[config.mk]
export PLATFORM = sky130hd
export DESIGN_NAME = mecanum_wheel_pi_heading_drive_flat
export DESIGN_NICKNAME = d
export VERILOG_FILES = /design/src/rtl/core/mwpihd_pkg.sv /design/src/rtl/core/mwpihd_if.sv /design/src/rtl/core/mwpihd_regs.sv /design/src/rtl/core/mwpihd_ctrl.sv /design/src/rtl/core/mwpihd_dp.sv /design/src/rtl/core/mecanum_wheel_pi_heading_drive.sv /design/src/flat_wrapper.sv
export SDC_FILE = /design/constraint.sdc
export NUM_CORES = 2
export LEC_CHECK = 0
export BUFFER_PORTS_ARGS = -buffer_cell sky130_fd_sc_hd__buf_2
export CAP_MARGIN = 20
export CORE_ASPECT_RATIO = 1.2
export CORE_MARGIN = 8
export CORE_UTILIZATION = 59
export DETAILED_ROUTE_END_ITERATION = 12
export PLACE_DENSITY = 0.75
export SLEW_MARGIN = 15
export SYNTH_ARGS = -nofsm -noshare
export SYNTH_HDL_FRONTEND = slang
export SYNTH_SLANG_ARGS = --single-unit
[constraint.sdc]
create_clock -name clock -period 22.3 [get_ports clock]
set_input_delay 3.345 -clock clock [delete_from_list [all_inputs] [get_ports clock]]
set_output_delay 3.345 -clock clock [all_outputs]
set_load 0.05 [all_outputs]
[src/rtl/core/mwpihd_pkg.sv]
`timescale 1ns / 1ps

package mwpihd_pkg;

   // integral store depth, one entry per motion code
   localparam int NUM_MOTIONS = 11;
   localparam int MOT_IDX_W   = $clog2(NUM_MOTIONS);
   localparam int MOT_CODES   = 11;

   // channel payload widths
   localparam int WHEEL_W   = 2;
   localparam int MOTION_W  = 4;
   localparam int SPEED_W   = 16;
   localparam int HEADING_W = 16;
   localparam int CHAN_W    = 4;
   localparam int PULSE_W   = 12;

   // configuration port
   localparam int CSR_IDX_W  = 3;
   localparam int CSR_DATA_W = 16;

   localparam logic [CSR_IDX_W-1:0] REG_INT_GAIN         = 3'd0;
   localparam logic [CSR_IDX_W-1:0] REG_PROP_GAIN        = 3'd1;
   localparam logic [CSR_IDX_W-1:0] REG_INTEGRAL_LIMIT   = 3'd2;
   localparam logic [CSR_IDX_W-1:0] REG_CORRECTION_LIMIT = 3'd3;
   localparam logic [CSR_IDX_W-1:0] REG_STOP_NOMINAL     = 3'd4;
   localparam logic [CSR_IDX_W-1:0] REG_DRIVE_MIN        = 3'd5;

   localparam logic [15:0] RST_INT_GAIN         = 16'd256;
   localparam logic [15:0] RST_PROP_GAIN        = 16'd256;
   localparam logic [9:0]  RST_INTEGRAL_LIMIT   = 10'd20;
   localparam logic [9:0]  RST_CORRECTION_LIMIT = 10'd20;
   localparam logic [11:0] RST_STOP_NOMINAL     = 12'd1500;
   localparam logic [7:0]  RST_DRIVE_MIN        = 8'd40;

   // motion codes with a heading correction
   localparam logic [MOTION_W-1:0] MOT_FWD        = 4'd1;
   localparam logic [MOTION_W-1:0] MOT_TRANS_LAST = 4'd8;

   // datapath widths
   localparam int INTEG_W = 27;   // clamped signed Q10.16 values, limit at most 1023
   localparam int SUM_W   = 35;   // stored integral plus gain product
   localparam int MUL_A_W = 27;
   localparam int MUL_B_W = 17;
   localparam int PROD_W  = MUL_A_W + MUL_B_W;
   localparam int K_W     = 10;   // polarity * direction * drive_min
   localparam int STOP_W  = 13;
   localparam int BASE_W  = 29;
   localparam int Q14     = 14;
   localparam int DRV_W   = BASE_W - Q14;
   localparam int Q30     = 30;
   localparam int FIN_W   = 46;
   localparam int QOUT_W  = FIN_W - Q30;

   typedef struct packed {
      logic [15:0] int_gain;
      logic [15:0] prop_gain;
      logic [9:0]  integral_limit;
      logic [9:0]  correction_limit;
      logic [11:0] stop_nominal;
      logic [7:0]  drive_min;
   } cfg_type;

   typedef enum logic [2:0] {
      ST_IDLE,
      ST_IGAIN,
      ST_PGAIN,
      ST_BASE,
      ST_TERM,
      ST_FINAL
   } state_type;

   typedef enum logic [1:0] {
      MUL_IGAIN,
      MUL_PGAIN,
      MUL_BASE,
      MUL_TERM
   } mul_sel_type;

   typedef struct packed {
      logic        load;
      logic        mul_en;
      mul_sel_type mul_sel;
      logic        integ_en;
      logic        corr_en;
      logic        drv_en;
      logic        final_en;
   } dp_cmd_type;

   typedef struct packed {
      logic out_stall;
   } dp_status_type;

   // polarity times direction, per wheel and motion
   localparam logic signed [2:0] PD_ROM [4][MOT_CODES] = '{
      '{3'sd0,  3'sd1, -3'sd1,  3'sd1, -3'sd1,  3'sd2,  3'sd0,  3'sd0, -3'sd2,  3'sd1, -3'sd1},
      '{3'sd0, -3'sd1,  3'sd1,  3'sd1, -3'sd1,  3'sd0, -3'sd2,  3'sd2,  3'sd0,  3'sd1, -3'sd1},
      '{3'sd0,  3'sd1, -3'sd1, -3'sd1,  3'sd1,  3'sd0,  3'sd2, -3'sd2,  3'sd0,  3'sd1, -3'sd1},
      '{3'sd0, -3'sd1,  3'sd1, -3'sd1,  3'sd1, -3'sd2,  3'sd0,  3'sd0,  3'sd2,  3'sd1, -3'sd1}
   };

   function automatic logic signed [2:0] pd_lookup(input logic [WHEEL_W-1:0] wheel,
                                                   input logic [MOTION_W-1:0] motion);
      logic signed [2:0] pd;
      pd = 3'sd0;
      if (motion < MOTION_W'(MOT_CODES)) begin
         pd = PD_ROM[wheel][motion];
      end
      return pd;
   endfunction

   function automatic logic [CHAN_W-1:0] chan_lookup(input logic [WHEEL_W-1:0] wheel);
      logic [CHAN_W-1:0] chan;
      unique case (wheel)
         2'd0:    chan = 4'd1;
         2'd1:    chan = 4'd5;
         2'd2:    chan = 4'd0;
         default: chan = 4'd4;
      endcase
      return chan;
   endfunction

   function automatic logic [4:0] trim_lookup(input logic [WHEEL_W-1:0] wheel);
      logic [4:0] trim;
      unique case (wheel)
         2'd0:    trim = 5'd15;
         2'd1:    trim = 5'd25;
         2'd2:    trim = 5'd20;
         default: trim = 5'd15;
      endcase
      return trim;
   endfunction

   function automatic logic signed [SUM_W-1:0] clamp_sym(input logic signed [SUM_W-1:0] v,
                                                         input logic signed [SUM_W-1:0] lim);
      logic signed [SUM_W-1:0] r;
      if (v > lim) begin
         r = lim;
      end else if (v < -lim) begin
         r = -lim;
      end else begin
         r = v;
      end
      return r;
   endfunction

endpackage

[src/rtl/core/mwpihd_if.sv]
`timescale 1ns / 1ps

interface mwpihd_req_if;
   logic               valid;
   logic               ready;
   logic [1:0]         wheel;
   logic [3:0]         motion;
   logic signed [15:0] speed;
   logic signed [15:0] heading;

   modport source (output valid, output wheel, output motion, output speed,
                   output heading, input ready);
   modport sink (input valid, input wheel, input motion, input speed,
                 input heading, output ready);
endinterface

interface mwpihd_rsp_if;
   logic        valid;
   logic        ready;
   logic [3:0]  channel;
   logic [11:0] pulse;

   modport source (output valid, output channel, output pulse, input ready);
   modport sink (input valid, input channel, input pulse, output ready);
endinterface

interface mwpihd_csr_if;
   logic        valid;
   logic        ready;
   logic [2:0]  index;
   logic [15:0] data;

   modport source (output valid, output index, output data, input ready);
   modport sink (input valid, input index, input data, output ready);
endinterface

[src/rtl/core/mwpihd_regs.sv]
`timescale 1ns / 1ps

module mwpihd_regs (
   input  logic                clock,
   input  logic                reset,
   mwpihd_csr_if.sink          csr,
   output mwpihd_pkg::cfg_type cfg
);
   import mwpihd_pkg::*;

   cfg_type cfg_ff;
   cfg_type cfg_in;

   assign csr.ready = !reset;
   assign cfg       = cfg_ff;

   always_comb begin
      cfg_in = cfg_ff;
      if (csr.valid) begin
         unique case (csr.index)
            REG_INT_GAIN:         cfg_in.int_gain         = csr.data;
            REG_PROP_GAIN:        cfg_in.prop_gain        = csr.data;
            REG_INTEGRAL_LIMIT:   cfg_in.integral_limit   = csr.data[9:0];
            REG_CORRECTION_LIMIT: cfg_in.correction_limit = csr.data[9:0];
            REG_STOP_NOMINAL:     cfg_in.stop_nominal     = csr.data[11:0];
            REG_DRIVE_MIN:        cfg_in.drive_min        = csr.data[7:0];
            default:              cfg_in = cfg_ff;
         endcase
      end
   end

   always_ff @(posedge clock) begin
      if (reset) begin
         cfg_ff.int_gain         <= RST_INT_GAIN;
         cfg_ff.prop_gain        <= RST_PROP_GAIN;
         cfg_ff.integral_limit   <= RST_INTEGRAL_LIMIT;
         cfg_ff.correction_limit <= RST_CORRECTION_LIMIT;
         cfg_ff.stop_nominal     <= RST_STOP_NOMINAL;
         cfg_ff.drive_min        <= RST_DRIVE_MIN;
      end else begin
         cfg_ff <= cfg_in;
      end
   end

endmodule

[src/rtl/core/mwpihd_ctrl.sv]
`timescale 1ns / 1ps

module mwpihd_ctrl (
   input  logic                      clock,
   input  logic                      reset,
   input  logic                      req_valid,
   output logic                      req_ready,
   input  mwpihd_pkg::dp_status_type sts,
   output mwpihd_pkg::dp_cmd_type    cmd
);
   import mwpihd_pkg::*;

   state_type state_ff;
   state_type state_in;

   always_ff @(posedge clock) begin
      if (reset) begin
         state_ff <= ST_IDLE;
      end else begin
         state_ff <= state_in;
      end
   end

   always_comb begin
      state_in    = state_ff;
      req_ready   = 1'b0;
      cmd         = '0;
      cmd.mul_sel = MUL_IGAIN;
      unique case (state_ff)
         ST_IDLE: begin
            req_ready = !reset;
            if (req_valid && !reset) begin
               cmd.load = 1'b1;
               state_in = ST_IGAIN;
            end
         end
         ST_IGAIN: begin
            cmd.mul_en  = 1'b1;
            cmd.mul_sel = MUL_IGAIN;
            state_in    = ST_PGAIN;
         end
         ST_PGAIN: begin
            cmd.integ_en = 1'b1;
            cmd.mul_en   = 1'b1;
            cmd.mul_sel  = MUL_PGAIN;
            state_in     = ST_BASE;
         end
         ST_BASE: begin
            cmd.corr_en = 1'b1;
            cmd.mul_en  = 1'b1;
            cmd.mul_sel = MUL_BASE;
            state_in    = ST_TERM;
         end
         ST_TERM: begin
            cmd.drv_en  = 1'b1;
            cmd.mul_en  = 1'b1;
            cmd.mul_sel = MUL_TERM;
            state_in    = ST_FINAL;
         end
         ST_FINAL: begin
            // wait for the result register to free up
            if (!sts.out_stall) begin
               cmd.final_en = 1'b1;
               state_in     = ST_IDLE;
            end
         end
         default: state_in = ST_IDLE;
      endcase
   end

   a_load_starts: assert property (@(posedge clock) disable iff (reset)
      cmd.load |=> state_ff == ST_IGAIN)
      else $error("accepted transaction did not start the sequence");

   a_corr_then_drv: assert property (@(posedge clock) disable iff (reset)
      cmd.corr_en |=> cmd.drv_en && cmd.mul_sel == MUL_TERM)
      else $error("correction step not followed by term product");

   a_final_holds: assert property (@(posedge clock) disable iff (reset)
      (state_ff == ST_FINAL && sts.out_stall) |=> state_ff == ST_FINAL)
      else $error("left final step while result register busy");

endmodule

[src/rtl/core/mwpihd_dp.sv]
`timescale 1ns / 1ps

module mwpihd_dp (
   input  logic                      clock,
   input  logic                      reset,
   input  mwpihd_pkg::cfg_type       cfg,
   input  mwpihd_pkg::dp_cmd_type    cmd,
   output mwpihd_pkg::dp_status_type sts,
   input  logic [1:0]                req_wheel,
   input  logic [3:0]                req_motion,
   input  logic signed [15:0]        req_speed,
   input  logic signed [15:0]        req_heading,
   mwpihd_rsp_if.source              rsp
);
   import mwpihd_pkg::*;

   localparam logic signed [INTEG_W-1:0] INTEG_MAX = INTEG_W'({10'h3ff, 16'h0000});
   localparam logic signed [QOUT_W-1:0]  PULSE_MAX = QOUT_W'(12'hfff);

   // latched transaction
   logic [WHEEL_W-1:0]          wheel_ff;
   logic [MOTION_W-1:0]         motion_ff;
   logic signed [SPEED_W-1:0]   speed_ff;
   logic signed [HEADING_W-1:0] heading_ff;
   logic signed [K_W-1:0]       k_ff;
   logic signed [K_W-1:0]       k_in;
   logic                        trans_ff;
   logic                        trans_in;

   // working registers
   logic signed [PROD_W-1:0]  prod_ff;
   logic signed [PROD_W-1:0]  prod_in;
   logic signed [INTEG_W-1:0] integ_ff;
   logic signed [INTEG_W-1:0] integ_in;
   logic signed [INTEG_W-1:0] corr_ff;
   logic signed [INTEG_W-1:0] corr_in;
   logic signed [DRV_W-1:0]   drv_ff;
   logic signed [DRV_W-1:0]   drv_in;
   logic signed [INTEG_W-1:0] mi_ff [NUM_MOTIONS];

   // result register
   logic                rsp_valid_ff;
   logic                rsp_valid_in;
   logic [CHAN_W-1:0]   rsp_chan_ff;
   logic [PULSE_W-1:0]  rsp_pulse_ff;
   logic [PULSE_W-1:0]  pulse_in;

   logic signed [2:0]         pd;
   logic [8:0]                k_mag;
   logic signed [MUL_A_W-1:0] mul_a;
   logic signed [MUL_B_W-1:0] mul_b;
   logic signed [INTEG_W-1:0] mi_rd;
   logic signed [SUM_W-1:0]   ilim;
   logic signed [SUM_W-1:0]   clim;
   logic signed [SUM_W-1:0]   isum;
   logic signed [SUM_W-1:0]   csum;
   logic signed [SUM_W-1:0]   iclamp;
   logic signed [SUM_W-1:0]   cclamp;
   logic [STOP_W-1:0]         stop_val;
   logic signed [BASE_W-1:0]  nb;
   logic                      nb_rnd;
   logic signed [FIN_W-1:0]   fsum;
   logic                      f_rnd;
   logic signed [QOUT_W-1:0]  q_trans;
   logic signed [QOUT_W-1:0]  q;

   // load: speed scale from polarity, direction and drive span
   always_comb begin
      pd = pd_lookup(req_wheel, req_motion);
      if (pd == 3'sd2 || pd == -3'sd2) begin
         k_mag = {cfg.drive_min, 1'b0};
      end else if (pd != 3'sd0) begin
         k_mag = {1'b0, cfg.drive_min};
      end else begin
         k_mag = '0;
      end
      k_in     = pd[2] ? -K_W'(k_mag) : K_W'(k_mag);
      trans_in = (req_motion >= MOT_FWD) && (req_motion <= MOT_TRANS_LAST);
   end

   // shared multiplier operand select
   always_comb begin
      case (cmd.mul_sel)
         MUL_IGAIN: begin
            mul_a = MUL_A_W'(heading_ff);
            mul_b = $signed({1'b0, cfg.int_gain});
         end
         MUL_PGAIN: begin
            mul_a = MUL_A_W'(heading_ff);
            mul_b = $signed({1'b0, cfg.prop_gain});
         end
         MUL_BASE: begin
            mul_a = MUL_A_W'(speed_ff);
            mul_b = MUL_B_W'(k_ff);
         end
         MUL_TERM: begin
            mul_a = corr_ff;
            mul_b = MUL_B_W'(speed_ff);
         end
         default: begin
            mul_a = '0;
            mul_b = '0;
         end
      endcase
      prod_in = PROD_W'(mul_a) * PROD_W'(mul_b);
   end

   // integral and correction clamps
   always_comb begin
      // codes past the store have no entry and no correction
      mi_rd = '0;
      if (motion_ff < MOTION_W'(NUM_MOTIONS)) begin
         mi_rd = mi_ff[motion_ff[MOT_IDX_W-1:0]];
      end
      ilim     = SUM_W'({cfg.integral_limit, 16'h0000});
      clim     = SUM_W'({cfg.correction_limit, 16'h0000});
      isum     = SUM_W'(mi_rd) + $signed(prod_ff[SUM_W-1:0]);
      iclamp   = clamp_sym(isum, ilim);
      integ_in = iclamp[INTEG_W-1:0];
      csum     = $signed(prod_ff[SUM_W-1:0]) + SUM_W'(integ_ff);
      cclamp   = clamp_sym(csum, clim);
      corr_in  = cclamp[INTEG_W-1:0];
   end

   // base pulse, q14 truncated toward zero
   always_comb begin
      stop_val = {1'b0, cfg.stop_nominal} + STOP_W'(trim_lookup(wheel_ff));
      nb       = BASE_W'($signed({1'b0, stop_val, {Q14{1'b0}}}))
                 + $signed(prod_ff[BASE_W-1:0]);
      nb_rnd   = nb[BASE_W-1] && (nb[Q14-1:0] != '0);
      drv_in   = $signed(nb[BASE_W-1:Q14]) + $signed({{(DRV_W-1){1'b0}}, nb_rnd});
   end

   // final sum, q30 truncated toward zero, then saturate
   always_comb begin
      fsum    = FIN_W'($signed({drv_ff, {Q30{1'b0}}})) + FIN_W'(prod_ff);
      f_rnd   = fsum[FIN_W-1] && (fsum[Q30-1:0] != '0);
      q_trans = $signed(fsum[FIN_W-1:Q30]) + $signed({{(QOUT_W-1){1'b0}}, f_rnd});
      q       = trans_ff ? q_trans : QOUT_W'(drv_ff);
      if (q[QOUT_W-1]) begin
         pulse_in = '0;
      end else if (q > PULSE_MAX) begin
         pulse_in = '1;
      end else begin
         pulse_in = q[PULSE_W-1:0];
      end
   end

   always_ff @(posedge clock) begin
      if (cmd.load) begin
         wheel_ff   <= req_wheel;
         motion_ff  <= req_motion;
         speed_ff   <= req_speed;
         heading_ff <= req_heading;
         k_ff       <= k_in;
         trans_ff   <= trans_in;
      end
      if (cmd.mul_en) begin
         prod_ff <= prod_in;
      end
      if (cmd.integ_en) begin
         integ_ff <= integ_in;
      end
      if (cmd.corr_en) begin
         corr_ff <= corr_in;
      end
      if (cmd.drv_en) begin
         drv_ff <= drv_in;
      end
      if (cmd.final_en) begin
         rsp_chan_ff  <= chan_lookup(wheel_ff);
         rsp_pulse_ff <= pulse_in;
      end
   end

   // per-motion integral store
   always_ff @(posedge clock) begin
      if (reset) begin
         for (int i = 0; i < NUM_MOTIONS; i++) begin
            mi_ff[i] <= '0;
         end
      end else if (cmd.corr_en && trans_ff) begin
         mi_ff[motion_ff[MOT_IDX_W-1:0]] <= integ_ff;
      end
   end

   always_comb begin
      if (cmd.final_en) begin
         rsp_valid_in = 1'b1;
      end else if (rsp.ready) begin
         rsp_valid_in = 1'b0;
      end else begin
         rsp_valid_in = rsp_valid_ff;
      end
   end

   always_ff @(posedge clock) begin
      if (reset) begin
         rsp_valid_ff <= 1'b0;
      end else begin
         rsp_valid_ff <= rsp_valid_in;
      end
   end

   assign sts.out_stall = rsp_valid_ff && !rsp.ready;
   assign rsp.valid     = rsp_valid_ff;
   assign rsp.channel   = rsp_chan_ff;
   assign rsp.pulse     = rsp_pulse_ff;

   a_integ_bounded: assert property (@(posedge clock) disable iff (reset)
      (cmd.corr_en && trans_ff) |-> (integ_ff <= INTEG_MAX && integ_ff >= -INTEG_MAX))
      else $error("integral written outside its largest clamp");

   a_corr_bounded: assert property (@(posedge clock) disable iff (reset)
      cmd.corr_en |=> (SUM_W'(corr_ff) <= $past(clim) && SUM_W'(corr_ff) >= -$past(clim)))
      else $error("correction outside its clamp");

   a_final_shows: assert property (@(posedge clock) disable iff (reset)
      cmd.final_en |=> rsp_valid_ff)
      else $error("result register not valid after final step");

endmodule

[src/rtl/core/mecanum_wheel_pi_heading_drive.sv]
`timescale 1ns / 1ps

// mecanum wheel servo drive with a pi heading correction; each req transaction
// (wheel, motion, speed, heading) yields exactly one rsp transaction (channel,
// pulse); the pulse is stop_nominal plus the wheel trim plus the speed-scaled
// drive span, and for the translating motion codes one through eight a
// per-motion clamped integral plus a proportional term, clamped and scaled by
// speed, is added; pulses saturate to 0..4095; req takes no new transaction
// until the last one is in the result register, as the single shared 27x17
// multiplier forms the four products (integral gain, proportional gain, base
// span, correction times speed) one after another; req is accepted again as
// soon as the result is in its register, so a result waiting on rsp does not
// stall the next transaction unless a second result is ready before the first
// is taken; the integral store is cleared by reset; configuration is written
// through csr at any index, indexes past drive_min are ignored; req and csr
// are not ready while reset is high
module mecanum_wheel_pi_heading_drive (
   input  logic        clock,
   input  logic        reset,
   mwpihd_req_if.sink  req_ch,
   mwpihd_rsp_if.source rsp_ch,
   mwpihd_csr_if.sink  csr_ch
);
   import mwpihd_pkg::*;

   cfg_type       cfg;
   dp_cmd_type    cmd;
   dp_status_type sts;

   // configuration registers
   mwpihd_regs u_regs (
      .clock (clock),
      .reset (reset),
      .csr   (csr_ch),
      .cfg   (cfg)
   );

   // sequencer: accept, four multiplies, result write
   mwpihd_ctrl u_ctrl (
      .clock     (clock),
      .reset     (reset),
      .req_valid (req_ch.valid),
      .req_ready (req_ch.ready),
      .sts       (sts),
      .cmd       (cmd)
   );

   // shared multiplier, clamps, integral store and result register
   mwpihd_dp u_dp (
      .clock       (clock),
      .reset       (reset),
      .cfg         (cfg),
      .cmd         (cmd),
      .sts         (sts),
      .req_wheel   (req_ch.wheel),
      .req_motion  (req_ch.motion),
      .req_speed   (req_ch.speed),
      .req_heading (req_ch.heading),
      .rsp         (rsp_ch)
   );

endmodule
[src/flat_wrapper.sv]
// flat-port wrapper written by rule: the top's interface ports become plain ports
module mecanum_wheel_pi_heading_drive_flat import mwpihd_pkg::*;
  (clock, reset, req_ch_valid, req_ch_wheel, req_ch_motion, req_ch_speed, req_ch_heading, req_ch_ready, rsp_ch_valid, rsp_ch_channel, rsp_ch_pulse, rsp_ch_ready, csr_ch_valid, csr_ch_index, csr_ch_data, csr_ch_ready);
  mwpihd_req_if req_ch_i ();
  mwpihd_rsp_if rsp_ch_i ();
  mwpihd_csr_if csr_ch_i ();
  input  logic clock;
  input  logic reset;
  input wire logic [$bits(req_ch_i.valid)-1:0] req_ch_valid;
  input wire logic [$bits(req_ch_i.wheel)-1:0] req_ch_wheel;
  input wire logic [$bits(req_ch_i.motion)-1:0] req_ch_motion;
  input wire logic [$bits(req_ch_i.speed)-1:0] req_ch_speed;
  input wire logic [$bits(req_ch_i.heading)-1:0] req_ch_heading;
  output wire logic [$bits(req_ch_i.ready)-1:0] req_ch_ready;
  output wire logic [$bits(rsp_ch_i.valid)-1:0] rsp_ch_valid;
  output wire logic [$bits(rsp_ch_i.channel)-1:0] rsp_ch_channel;
  output wire logic [$bits(rsp_ch_i.pulse)-1:0] rsp_ch_pulse;
  input wire logic [$bits(rsp_ch_i.ready)-1:0] rsp_ch_ready;
  input wire logic [$bits(csr_ch_i.valid)-1:0] csr_ch_valid;
  input wire logic [$bits(csr_ch_i.index)-1:0] csr_ch_index;
  input wire logic [$bits(csr_ch_i.data)-1:0] csr_ch_data;
  output wire logic [$bits(csr_ch_i.ready)-1:0] csr_ch_ready;
  assign req_ch_i.valid = req_ch_valid;
  assign req_ch_i.wheel = req_ch_wheel;
  assign req_ch_i.motion = req_ch_motion;
  assign req_ch_i.speed = req_ch_speed;
  assign req_ch_i.heading = req_ch_heading;
  assign req_ch_ready = req_ch_i.ready;
  assign rsp_ch_valid = rsp_ch_i.valid;
  assign rsp_ch_channel = rsp_ch_i.channel;
  assign rsp_ch_pulse = rsp_ch_i.pulse;
  assign rsp_ch_i.ready = rsp_ch_ready;
  assign csr_ch_i.valid = csr_ch_valid;
  assign csr_ch_i.index = csr_ch_index;
  assign csr_ch_i.data = csr_ch_data;
  assign csr_ch_ready = csr_ch_i.ready;
  mecanum_wheel_pi_heading_drive u_core (.clock(clock), .reset(reset), .req_ch(req_ch_i), .rsp_ch(rsp_ch_i), .csr_ch(csr_ch_i));
endmodule
Word-level counts from Yosys, hierarchy flattened

Memory sizes are Yosys's and may differ from the RTL's. A register that Yosys moved wholly into a read port is not among the register bits.
Index checks and enable logic that the tools add are counted.

Memory bits (writable): 297
Input bits: 62
Output and inout bits: 19
Logic and storage cells: 137
Register bits after elaboration: 254
Memories kept: 1

Memories:

| memory            | depth | width | rd ports | clocked after Yosys merged registers in | wr ports | line            | source |
|---|---|---|---|---|---|---|---|
| u_core.u_dp.mi_ff | 11    | 27    | 1        | 1                                       | 11       | mwpihd_dp.sv:39 | `logic signed [INTEG_W-1:0] mi_ff [NUM_MOTIONS];` |

$lt $le $gt $ge: 11
Add/sub/neg operators: 10
$mul: 1
Reduce and logical (&&, ||, !) cells: 26
Bitwise operators: 2
Equality and inequality tests: 19
Muxes and demuxes: 44

Operators by type and width:

| operator                                             | count |
|---|---|
| two-way mux 27 bit                                   | 4 |
| one-hot mux 27 bit (3 select lines)                  | 1 |
| > comparator 35 x 27 -> 1 bit                        | 2 |
| less-than comparator 35 bit                          | 2 |
| negator 26 -> 35 bit                                 | 2 |
| one-hot mux 17 bit (4 select lines)                  | 1 |
| binary-select mux 33 bit (select 2 bit)              | 1 |
| two-way mux 33 bit                                   | 2 |
| two-way mux 26 bit                                   | 2 |
| adder 45 x 44 -> 46 bit                              | 1 |
| multiplier 27 x 17 -> 44 bit                         | 1 |
| adder 27 x 35 -> 35 bit                              | 1 |
| adder 35 x 27 -> 35 bit                              | 1 |
| nonzero test 30 bit                                  | 1 |
| adder 28 x 29 -> 29 bit                              | 1 |
| OR reduction 27 bit                                  | 1 |
| two-way mux 9 bit                                    | 2 |
| one-hot mux 3 bit (6 select lines)                   | 1 |
| adder 16 x 2 -> 16 bit                               | 1 |
| > comparator 16 x 13 -> 1 bit, second input constant | 1 |
| two-way mux 1 bit                                    | 16 |
| two-way mux 16 bit                                   | 1 |
| adder 15 x 2 -> 15 bit                               | 1 |
| == test 3 x 2 -> 1 bit, second input constant        | 5 |
| other kinds (32)                                     | 61 |

Longest topological paths before layout

Word-level depth: 13
Gate-level depth with buffers: 35
Depth with buffers taken out: 31

Cells and area by module

From an unflattened synthesis, not the netlist that was laid out.

Cell total of the unflattened synthesis: 4963
Area, all modules: 53108.4 µm²

Modules (own cells, without submodules):

| module      | instances | area an instance (µm²) | sequential area each (µm²) | cells an instance |
|---|---|---|---|---|
| mwpihd_dp   | 1         | 49927.9                | 18087.3                    | 4662 |
| mwpihd_regs | 1         | 2932.8                 | 1441.4                     | 272 |
| mwpihd_ctrl | 1         | 247.7                  | 60.1                       | 29 |

Least setup slack after synthesis

No wires, ideal clock.

Path kind: reg2reg
Start: reg u_core.u_ctrl.state_ff[2]
End: reg u_core.u_dp.prod_ff[38] (data pin)
Slack: 13.954 ns
Library setup time: 0.259 ns
Stages on the path, launching flop included: 29
Clock period less this slack: 8.346 ns
Required time: 22.041 ns
Buffers on the path: 3
Arrival time: 8.087 ns
Cell sequence: dfxtp_1 > nand2b_1 > clkbuf_1 > inv_1 > and2_1 > clkbuf_1 > buf_1 > a221oi_1 > nor2_1 > fa_1 > inv_1 > fa_1 > inv_1 > fa_1 > fa_1 > fa_1 > fa_1 > ha_1 > a21o_1 > a21oi_1 > nor2_1 > a211o_1 > a31oi_1 > o21ai_0 > a31oi_1 > o21ai_0 > a41o_1 > a41oi_1 > xnor2_1

Longest elaborated chain between the ends: 6
Elaborated cells between the ends (all ways): 13
Classes of those cells: mul: 1; eq/ne: 7; mux: 3; reduce/logical: 2

Ends and longest elaborated chain:

| what                                                      | line              | source |
|---|---|---|
| from (decl)                                               | mwpihd_ctrl.sv:13 | `state_type state_ff;` |
| from (signal assigned)                                    | mwpihd_ctrl.sv:20 | `state_ff <= state_in;` |
| == test 3 bit (tied with other cells)                     | mwpihd_ctrl.sv:29 | `unique case (state_ff)` |
| one-hot mux 3 bit (4 select lines) *                      | mwpihd_ctrl.sv:29 |  |
| == test 2 x 1 -> 1 bit or zero test 2 bit (tied branches) | mwpihd_dp.sv:83   | `case (cmd.mul_sel)` |
| OR reduction 2 bit (no line)                              | n/a               |  |
| one-hot mux 27 bit (3 select lines)                       | mwpihd_dp.sv:83   |  |
| multiplier 27 x 17 -> 44 bit *                            | mwpihd_dp.sv:105  | `prod_in = PROD_W'(mul_a) * PROD_W'(mul_b);` |
| net u_core.u_dp.prod_in[38]                               | mwpihd_dp.sv:32   | `logic signed [PROD_W-1:0] prod_in;` |
| to (signal assigned)                                      | mwpihd_dp.sv:159  | `prod_ff <= prod_in;` |
| to (decl)                                                 | mwpihd_dp.sv:31   | `logic signed [PROD_W-1:0] prod_ff;` |

Mark *: on every way through the listed nets, which the timed path passes. The rest lies on a longest branch.
A chain may end at the register's enable or synchronous reset.

Worst setup path in the final report

Start: reg u_core.u_ctrl.state_ff[2]
End: reg u_core.u_dp.prod_ff[43] (data pin)

The elaborated chain is that of the path after synthesis.

==> metrics.log <==
INFO  metric outcome = complete, no violations
INFO  metric first_pass_grt_wire_length = 223 mm
INFO  metric hold_buffers = 0
INFO  metric layoutNonFillerInstCount = 6047
INFO  metric hold_viol = 0
INFO  metric crit-reg2reg-capture = u_core.u_dp.prod_ff[43]$_DFFE_PP_
INFO  metric drtPass1Iterations = 6
INFO  metric timing.critical_path.from_type = flop
INFO  metric r2r_setup_slack = 12130 ps
INFO  metric cp-startpoint = u_core.u_ctrl.state_ff[2]$_SDFFE_PP0P_
INFO  metric dp_hpwl = 108 mm
INFO  metric worst_slew_pin_slew = 1170 ps
INFO  metric cts.sink_count = 688
INFO  metric grt_start_max_net_pins = 96
INFO  metric arrival = 10520 ps
INFO  metric number_of_synthesized_flops_with_an_enable_pin = 581
INFO  metric worst_setup_hold_path_clk_slew = 60 ps
INFO  metric first_global_vias = 38900
INFO  metric power.ir.vdd_worst = 82.7 uV
INFO  metric holdCritPathClass = reg2reg
INFO  metric mean_instance_size_in_the_synthesized_netlist = 10.7 sq um
INFO  metric boundaryPins = 81
INFO  metric power.static_leakage = 23.4 nW
INFO  metric grt_setup_unrepaired = false
INFO  metric powerDensity = 109 mW/mm^2
INFO  metric finalWorstPathRequiredPeriod = 10170 ps
INFO  metric grt_antenna_before_repair = 2
INFO  metric cts_inserted_buffers = 70
INFO  metric nNetsFinal = 5635
INFO  metric crit_required = 22650 ps
INFO  metric ctsResizeCount = 0
INFO  metric clock_tree.buffer_depth = 3
INFO  metric fp.dieW = 286 um
INFO  metric total_grt_overflow = 0
INFO  metric placed_cells = 5916
INFO  metric core-area = 0.0873 sq mm
INFO  metric stdcell_area = 0.0558 sq mm
INFO  metric finalCoreUtilization = 64.0%
INFO  metric yosysTopAreaCellShare = 33.7%
INFO  metric timing.final.setup_violations = 0
INFO  metric ctsHtreeMaxLevel = 3
INFO  metric unique_cell_type_count_in_the_yosys_netlist = 85
INFO  metric antenna_left = 0
INFO  metric fin_skew = 26.4 ps
INFO  metric place.gp.congestion = 0.948
INFO  metric worst_skew_pair.late_latency = 630 ps
INFO  metric timing.critical_path.to = u_core.u_dp.prod_ff[43]$_DFFE_PP_
INFO  metric synth_ff_type = sky130_fd_sc_hd__edfxtp_1
INFO  metric synth_top_cell_by_area = sky130_fd_sc_hd__edfxtp_1
INFO  metric num_vias = 37800
INFO  metric postCtsSetupRepairBufs = 0
INFO  metric floorplan_die_area = 0.0974 sq mm
INFO  metric cell_count_after_synthesis = 4836
INFO  metric final_max_slew_viol_count = 0
INFO  metric postRouteWirelength = 147 mm
INFO  metric final_layout_size_suffix_gt1_share = 10.1%
INFO  metric initial_util = 59.3%
INFO  metric rows = 119
INFO  metric yosys-top-cells-area = sky130_fd_sc_hd__edfxtp_1 34%, sky130_fd_sc_hd__fa_1 17%, sky130_fd_sc_hd__ha_1 6.8%, sky130_fd_sc_hd__mux4_2 5.9%, sky130_fd_sc_hd__nor2_1 4.7%
INFO  metric post_drt_wl_per_cell = 24.2 um
INFO  metric timing.max_cap.violations = 0
INFO  metric clk_root_buffer_cell = sky130_fd_sc_hd__clkbuf_16
INFO  metric avgViaCountPerCell = 6.26
INFO  metric io_buffers = 78
INFO  metric min_period_over_period = 45.6%
INFO  metric placed_area = 0.0534 sq mm
INFO  metric fin_setup_tns = 0 ps
INFO  metric crit_type = reg2reg
INFO  metric worstReg2RegStart = u_core.u_ctrl.state_ff[2]$_SDFFE_PP0P_
INFO  metric critical_path.endpoint_type = flop
INFO  metric path_max_fanout = 62
INFO  metric yosys_register_bits = 688
INFO  metric area_growth_syn_to_layout = 7.93%
INFO  metric slowest_stage = sky130_fd_sc_hd__nor2_1
INFO  metric worst-r2r-cell-count = 31
INFO  metric cpPeakStageDelay = 690 ps
INFO  metric synthArstFlopShare = 0%
INFO  metric drt-initial-drc-count = 3357
INFO  metric track_usage = 29.7%
INFO  metric warnings_synthesis = 0
INFO  metric cts_tree = built
INFO  metric mappedNetlistArea = 0.0517 sq mm
INFO  metric ys_seq_area_share = 37.9%
INFO  metric max_freq = 98.3 MHz
INFO  metric timing.max_slew.rel_slack = 21.5%
INFO  metric total_power = 6.11 mW
INFO  metric die_y = 340 um
INFO  metric drc = 0
==> layout by cell type (no fill, tap or decap), types with 73 or more instances in the layout <==
| master | instances |
|---|---|
| sky130_fd_sc_hd__o21ai_0 | 108 |
| sky130_fd_sc_hd__clkbuf_16 | 73 |
| sky130_fd_sc_hd__buf_2 | 84 |
| sky130_fd_sc_hd__a21oi_1 | 256 |
| sky130_fd_sc_hd__xnor2_1 | 129 |
| sky130_fd_sc_hd__edfxtp_1 | 581 |
| sky130_fd_sc_hd__nor2_1 | 645 |
| sky130_fd_sc_hd__inv_1 | 530 |
| sky130_fd_sc_hd__mux4_2 | 136 |
| sky130_fd_sc_hd__a21o_1 | 87 |
| sky130_fd_sc_hd__ha_1 | 283 |
| sky130_fd_sc_hd__fa_1 | 451 |
| sky130_fd_sc_hd__nand2_1 | 531 |
| sky130_fd_sc_hd__buf_4 | 81 |
| sky130_fd_sc_hd__dfxtp_1 | 104 |
==> flip-flops by register name, indices dropped and copies added (netlist names), 4 cells and up, named ones only <==
register and cells:
u_core.u_dp.k_ff 10, u_core.u_dp.corr_ff 27, u_core.u_dp.speed_ff 16, u_core.u_dp.motion_ff 4, u_core.u_dp.integ_ff 27, u_core.u_dp.heading_ff 16
u_core.u_regs.cfg 72, u_core.u_dp.mi_ff 432, u_core.u_dp.rsp.pulse 12, u_core.u_dp.prod_ff 44, u_core.u_dp.drv_ff 15
==> synth_stat cells (22+ instances only) <==
library cell               count
sky130_fd_sc_hd__a21oi_1     256
sky130_fd_sc_hd__and2_1       35
sky130_fd_sc_hd__fa_1        451
sky130_fd_sc_hd__ha_1        283
sky130_fd_sc_hd__edfxtp_1    581
sky130_fd_sc_hd__nand2b_1     36
sky130_fd_sc_hd__nor2b_1      61
sky130_fd_sc_hd__clkbuf_1    200
sky130_fd_sc_hd__o21a_1       24
sky130_fd_sc_hd__a221o_1      30
sky130_fd_sc_hd__o21bai_1     22
sky130_fd_sc_hd__mux2i_1      26
sky130_fd_sc_hd__nand3_1      51
sky130_fd_sc_hd__a221oi_1     33
sky130_fd_sc_hd__xor2_1       42
sky130_fd_sc_hd__nor3_1       62
sky130_fd_sc_hd__a21o_1       87
sky130_fd_sc_hd__inv_1       531
sky130_fd_sc_hd__nand4_1      32
sky130_fd_sc_hd__mux4_2      136
sky130_fd_sc_hd__xnor2_1     130
sky130_fd_sc_hd__a211oi_1     24
sky130_fd_sc_hd__dfxtp_1     107
sky130_fd_sc_hd__nor2_1      652
sky130_fd_sc_hd__nand2_1     531
sky130_fd_sc_hd__o21ai_0     108
==> stage by stage <==
step                      setup WS [ps]  hold slack, ps
after global routing              11530             483
after CTS                         12370             461
after floorplan                   13950             436
after global placement            12480             442
final                             12130             458
after detailed placement          12380             451
==> layout make-up <==
cell class / instances / area (sq um)
fillers: 6817 / 31400
multi-input cells: 3382 / 29300
flip-flops and latches: 688 / 19600
inverters: 531 / 1990
clock buffers: 86 / 1920
well taps: 1149 / 1440
repair buffers: 166 / 1040
clock inverters: 44 / 488
diodes: 1 / 2.50
==> routing by layer <==
metal / GRT usage [%] / wire [um] / vias up
met3: 5.34 / 11200 / 599
li1: - / - / 16600
met4: 19.7 / 11600 / 0
met1: 33.7 / 50800 / 18800
met2: 51.2 / 72900 / 1872
met5: 0 / 0 / -
==> power by group <==
| group | internal (mW) | switching [mW] | total [mW] |
|---|---|---|---|
| Combinational | 1.24 | 1.94 | 3.19 |
| Sequential | 1.58 | 0.122 | 1.70 |
| Clock | 0.703 | 0.522 | 1.22 |
| Total | 3.52 | 2.59 | 6.11 |
==> cells by family after synthesis <==
group                    Yosys count  synth area share [%]
AND/OR/NAND/NOR                 1565                  13.1
buffers and inverters            767                  5.68
AO/OA/AOI/OAI                    742                  9.58
adder cells (fa/ha/maj)          734                  24.3
flip-flops                       688                  37.9
XOR/XNOR                         172                  2.91
multiplexers                     167                  6.53
other                              1               0.00725
==> worst min-delay path by stage <==
stage                                            start                                  to  slack [ps]  cells after the start
global placement    u_core.u_regs.cfg[66]$_SDFFE_PP0P_  u_core.u_regs.cfg[66]$_SDFFE_PP0P_         440                      2
global route        u_core.u_regs.cfg[66]$_SDFFE_PP0P_  u_core.u_regs.cfg[66]$_SDFFE_PP0P_         480                      2
floorplan           u_core.u_regs.cfg[40]$_SDFFE_PP0P_  u_core.u_regs.cfg[40]$_SDFFE_PP0P_         440                      2
detailed placement  u_core.u_regs.cfg[29]$_SDFFE_PP0P_  u_core.u_regs.cfg[29]$_SDFFE_PP0P_         450                      2
finish              u_core.u_regs.cfg[42]$_SDFFE_PP0P_  u_core.u_regs.cfg[42]$_SDFFE_PP0P_         460                      2
CTS                 u_core.u_regs.cfg[42]$_SDFFE_PP0P_  u_core.u_regs.cfg[42]$_SDFFE_PP0P_         460                      2
==> critical path, delay by kind of cell (launching register included) <==
| family | cells | cell delay (ps) |
|---|---|---|
| xor+xnor | 1 | 130 |
| fa+ha+maj | 7 | 3410 |
| flops | 1 | 460 |
| buf+inv | 7 | 740 |
| compound gates | 8 | 2470 |
| simple gates | 8 | 2660 |
No activity file was read; power rests on OpenSTA's default activity.
